==> src/sv/vot_pkg.sv <==
// shared types and constants for the volume overlap tester
// no dependencies; used by vot_axis and volume_overlap_tester

package vot_pkg;

    localparam int COORD_BITS    = 24;
    localparam int NUM_AXES      = 3;
    localparam int RAD_BITS      = COORD_BITS + 1;
    localparam int SQ_BITS       = 2 * COORD_BITS;
    localparam int SUM_BITS      = SQ_BITS + 2;
    localparam int NUM_STG       = 5;
    localparam int IN_DATA_BITS  = ((2 * NUM_AXES * COORD_BITS + 7) / 8) * 8;
    localparam int OUT_DATA_BITS = 8;
    localparam int CFG_IDX_BITS  = 3;

    // register indexes of the configuration port
    localparam logic [CFG_IDX_BITS-1:0] REG_KIND = 3'd0;
    localparam logic [CFG_IDX_BITS-1:0] REG_A_X  = 3'd1;
    localparam logic [CFG_IDX_BITS-1:0] REG_A_Y  = 3'd2;
    localparam logic [CFG_IDX_BITS-1:0] REG_A_Z  = 3'd3;
    localparam logic [CFG_IDX_BITS-1:0] REG_B_X  = 3'd4;
    localparam logic [CFG_IDX_BITS-1:0] REG_B_Y  = 3'd5;
    localparam logic [CFG_IDX_BITS-1:0] REG_B_Z  = 3'd6;

    // volume kinds
    localparam logic KIND_BOX    = 1'b0;
    localparam logic KIND_SPHERE = 1'b1;

    // pair test: reference kind first, incoming kind second
    typedef enum logic [1:0] {
        MODE_BB,
        MODE_BS,
        MODE_SB,
        MODE_SS
    } t_mode;

    // per-lane stage loads and test mode
    typedef struct packed {
        logic  ld1;
        logic  ld2;
        logic  ld3;
        t_mode mode;
    } t_axis_ctl;

endpackage

==> src/sv/vot_axis.sv <==
// one axis lane: interval test, clamp, absolute distance and square
// depends on vot_pkg

module vot_axis (
    input  logic                                   i_clk,
    input  vot_pkg::t_axis_ctl                     i_ctl,
    input  logic signed [vot_pkg::COORD_BITS-1:0]  i_ref_a,
    input  logic signed [vot_pkg::COORD_BITS-1:0]  i_ref_b,
    input  logic signed [vot_pkg::COORD_BITS-1:0]  i_in_a,
    input  logic signed [vot_pkg::COORD_BITS-1:0]  i_in_b,
    output logic                                   o_bb_ok,
    output logic [vot_pkg::SQ_BITS-1:0]            o_sq
);

    logic signed [vot_pkg::COORD_BITS-1:0] w_bmin;
    logic signed [vot_pkg::COORD_BITS-1:0] w_bmax;
    logic signed [vot_pkg::COORD_BITS-1:0] w_ctr;
    logic signed [vot_pkg::COORD_BITS-1:0] n_p;
    logic signed [vot_pkg::COORD_BITS-1:0] n_c;
    logic                                  n_bb_ok;
    logic signed [vot_pkg::RAD_BITS-1:0]   w_dif;
    logic [vot_pkg::RAD_BITS-1:0]          w_mag;
    logic [vot_pkg::COORD_BITS-1:0]        n_d;
    logic [vot_pkg::SQ_BITS-1:0]           n_sq;

    logic signed [vot_pkg::COORD_BITS-1:0] r_p;
    logic signed [vot_pkg::COORD_BITS-1:0] r_c;
    logic                                  r_bb_ok;
    logic [vot_pkg::COORD_BITS-1:0]        r_d;
    logic [vot_pkg::SQ_BITS-1:0]           r_sq;

    // stage 1: pick box and center, clamp; two spheres take the reference center
    always_comb begin
        n_bb_ok = (i_ref_b >= i_in_a) && (i_ref_a <= i_in_b);
        w_bmin  = i_ref_a;
        w_bmax  = i_ref_b;
        w_ctr   = i_in_a;
        case (i_ctl.mode)
            vot_pkg::MODE_BS: begin
                w_bmin = i_ref_a;
                w_bmax = i_ref_b;
                w_ctr  = i_in_a;
            end
            vot_pkg::MODE_SB: begin
                w_bmin = i_in_a;
                w_bmax = i_in_b;
                w_ctr  = i_ref_a;
            end
            default: begin
                w_bmin = i_ref_a;
                w_bmax = i_ref_b;
                w_ctr  = i_in_a;
            end
        endcase
        if (i_ctl.mode == vot_pkg::MODE_SS) begin
            n_p = i_ref_a;
        end else if (w_ctr > w_bmax) begin
            n_p = w_bmax;
        end else if (w_ctr < w_bmin) begin
            n_p = w_bmin;
        end else begin
            n_p = w_ctr;
        end
        n_c = w_ctr;
    end

    // stage 2: absolute difference, always below 2^COORD_BITS
    always_comb begin
        w_dif = vot_pkg::RAD_BITS'(r_p) - vot_pkg::RAD_BITS'(r_c);
        w_mag = w_dif[vot_pkg::RAD_BITS-1] ? (~w_dif + 1'b1) : w_dif;
        n_d   = w_mag[vot_pkg::COORD_BITS-1:0];
    end

    // stage 3: square
    assign n_sq = vot_pkg::SQ_BITS'(r_d) * vot_pkg::SQ_BITS'(r_d);

    always_ff @(posedge i_clk) begin
        if (i_ctl.ld1) begin
            r_p     <= n_p;
            r_c     <= n_c;
            r_bb_ok <= n_bb_ok;
        end
        if (i_ctl.ld2) begin
            r_d <= n_d;
        end
        if (i_ctl.ld3) begin
            r_sq <= n_sq;
        end
    end

    assign o_bb_ok = r_bb_ok;
    assign o_sq    = r_sq;

endmodule

==> config.mk <==
export PLATFORM = sky130hd
export DESIGN_NAME = vot_axis
export DESIGN_NICKNAME = d
export VERILOG_FILES = /design/src/sv/vot_pkg.sv /design/src/sv/vot_axis.sv
export SDC_FILE = /design/constraint.sdc
export NUM_CORES = 2
export LEC_CHECK = 0
export BUFFER_PORTS_ARGS = -buffer_cell sky130_fd_sc_hd__buf_2
export CAP_MARGIN = 20
export CORE_MARGIN = 2
export CORE_UTILIZATION = 33
export CTS_CLUSTER_DIAMETER = 60
export DETAILED_ROUTE_END_ITERATION = 7
export GPL_TIMING_DRIVEN = 0
export SLEW_MARGIN = 15
export SYNTH_ARGS = -nofsm -noshare
export SYNTH_HDL_FRONTEND = slang
export SYNTH_SLANG_ARGS = --single-unit
==> constraint.sdc <==
create_clock -name i_clk -period 6.54 [get_ports i_clk]
set_input_delay 0.981 -clock i_clk [delete_from_list [all_inputs] [get_ports i_clk]]
set_output_delay 0.981 -clock i_clk [all_outputs]
set_load 0.02 [all_outputs]
==> results.md <==
* Outcome: finished, violations left
* Failing checks: setup timing
* P&R area growth vs syn at 18.5%
* CTS sink cnt at 120
* # setup viols final at 24
* Port Buffers at 149
* DRT iter0 DRCs at about 900
* Ys async rst share at 0%
* Post-synth top flop: edfxtp_1
* Setup_tns at -8.71 ns
* Top cells by count, synth: inv_1 (698), fa_1 (425), ha_1 (272)
* Post-DP HPWL at 57200 µm
* Crit path buf inv count at 8
* Top cell type's share of synthesized area at roughly 33%
* Least-Margin Pin Slew at approximately 0.90 ns
* Diodes inserted at 0
* Final setup skew at between 0.015 and 0.02 ns
* Slowest CP cell: edfxtp_1
* CP top delay family: adder cells
* Fin. Hold Viols at 0
* Via density per instance at roughly 4.8
* Slew Viols, Final at 0
* Mapped Area at 0.0257 mm²
* Final Cycle Share at 110%
* Worst-path fanout max at 5
* Slowest Stage Delay on Critical Path at 0.59 ns
* DR vias at 19700
* #FFs+latches synth at 120
* Avg Inst Size Synth at 9.26 µm²
* Arr. time, crit path at 7.45 ns
* Hold_ws at approximately 0.73 ns
* RSZ-0062 raised after global routing: true
* Post-Syn Instances at 2779
* H-tree level count at 4
* WL per Instance at 16.9 µm
* Hold_buf cts at 0
* Yosys warnings at 0
* Nets at 3850
* Type of the worst min-delay path: flop to flop
* Boundary pin count at roughly 150
* Post-synth cell types at between 80 and 90
* Total CTS buffers at 17
* CTS tree: done
* Synth area leaders: fa_1 (33%), edfxtp_1 (14%), ha_1 (13%)
* Initial core utilization at 33.3%
* Crit path kind: flop to flop
* Fmax at about 0.14 GHz
* Routed WL at 69300 µm
* Root Buffer: clkbuf_16
* Minimum clock period at between 7 and 8 ns
* Most used cell along the critical path: fa_1
* Drt first pass iters at 5
* Die Span Y at 283 µm
* Final worst slack at -0.685 ns
* Vias in the first global route at 20400
* Seq/Total Area, Yosys at 14.0%
* Initial antenna violation count at 2
* Synth Net Count at ~3600
* EDFF count, synth at 120
* Fin util at approximately two fifths
* Startpoint type of the worst setup path: flop
* CP Capture Type: flop
* # rows at about 100
* Clock slew at reported path FFs at roughly 0.070 ns
* Most frequent cell after synthesis: inv_1
* Layout cell share with drive strength beyond 1 at 16.7%
* Largest net degree at the start of global routing at 50
* Final ANT Viol Nets at 0
* Gr ovfl total at 0
* Core Region at just under 0.08 mm²
* Maximum Capacitance Violations at 0
* Cell taking the most area after synthesis: fa_1
* # DRC at 0
* Slew HR at about two fifths
* Die ar. at roughly 0.080 mm²
* Placer Congestion at 0.932
* Clock tree buffer depth at 2
* Die Width at 283 µm
* CP required at a little under 7 ns
* First-pass GRT wire length at 110000 µm
* Worst skew pair latency at 0.48 ns
* GRT Overall Usage at about 17%
==> logic make-up (layout without fill, tap and decap cells) <==
family / Yosys count / count (layout) / share of synthesized area, %
XOR/XNOR: 102 / 102 / 3.47
AND/OR/NAND/NOR: 616 / 616 / 12.0
other: 1 / 1 / 0.0146
buffers and inverters: 793 / 1078 / 11.7
multiplexers: 33 / 33 / 1.29
flip-flops: 120 / 120 / 14.0
adder cells (fa/ha/maj): 709 / 709 / 46.8
AO/OA/AOI/OAI: 405 / 405 / 10.8
==> per-stage QoR <==
step / area (µm²) / std cells / setup slack (ns)
floorplan: 26000 / 2779 / -0.00908
global placement: 28000 / 3968 / -1.86
detailed placement: 28000 / 3968 / -1.87
CTS: 30000 / 4075 / -0.620
global route: 30500 / 4104 / -0.839
finish: 30500 / 4104 / -0.685
==> area by class of cell <==
| cell class | count | area [µm²] |
|---|---|---|
| Fill cell | 7773 | 46900 |
| Multi-Input combinational cell | 1866 | 19900 |
| Sequential cell | 120 | 3600 |
| Inverter | 698 | 2630 |
| Timing Repair Buffer | 260 | 1680 |
| Tap cell | 1040 | 1300 |
| Buffer | 88 | 791 |
| Clock buffer | 17 | 425 |
| Clock inverter | 15 | 154 |
==> layout by cell type, fill, tap and decap left out, types with 20 or more instances in the layout <==
master     instances
inv_1            684
fa_1             414
ha_1             251
nand2_1          232
buf_2            153
and2_1           124
edfxtp_1         120
buf_4            101
a21oi_1           80
xnor2_1           73
nor2_1            57
a21o_1            57
o21ai_0           56
o211ai_1          37
nor3_1            35
mux2i_1           31
nand4_1           31
clkbuf_1          27
xor2_1            27
clkbuf_8          21
o21a_1            21
clkbuf_16         20
nand2b_1          20
==> routing by layer <==
layer / global-route usage, % / routed length (µm)
met3: 2.74 / 3740
met1: 21.8 / 28900
met2: 30.5 / 34200
met5: 0 / 0
met4: 6.44 / 2340
==> worst min-delay path: cells and delay by family (launching register included) <==
family | cells | cell delay (ns)
flip-flops | 1 | 0.33
buffers and inverters | 1 | 0.05
adder cells (fa/ha/maj) | 1 | 0.19
==> flip-flops by register name (all words and copies together), names as in the netlist <==
register and cells:
o_bb_ok 1, o_sq 47, r_d 24, r_p 24, r_c 24
==> path summary, 6_finish.rpt <==
check	from	depth (start not counted)	to	slack, ns
worst min-delay path	r_c[0]	2	r_d[0]	0.73
worst min register to register	r_c[0]	2	r_d[0]	0.73
worst max-delay path	r_d[4]	26	o_sq[46]	-0.69
worst max register to register	r_d[4]	26	o_sq[46]	-0.69
==> repair_timing <==
action / 4_1_cts / 5_1_grt
pin swaps: 55 / 46
setup endpoints to repair: 37 / 52
setup buffers: 81 / 28
hold endpoints to repair: 0 / 0
gates cloned: 0 / 0
resized for setup: 181 / 79
Power is left out: the tool's default activity adds up to more than one toggle a clock period on the data nets, which glitch-free logic cannot reach.
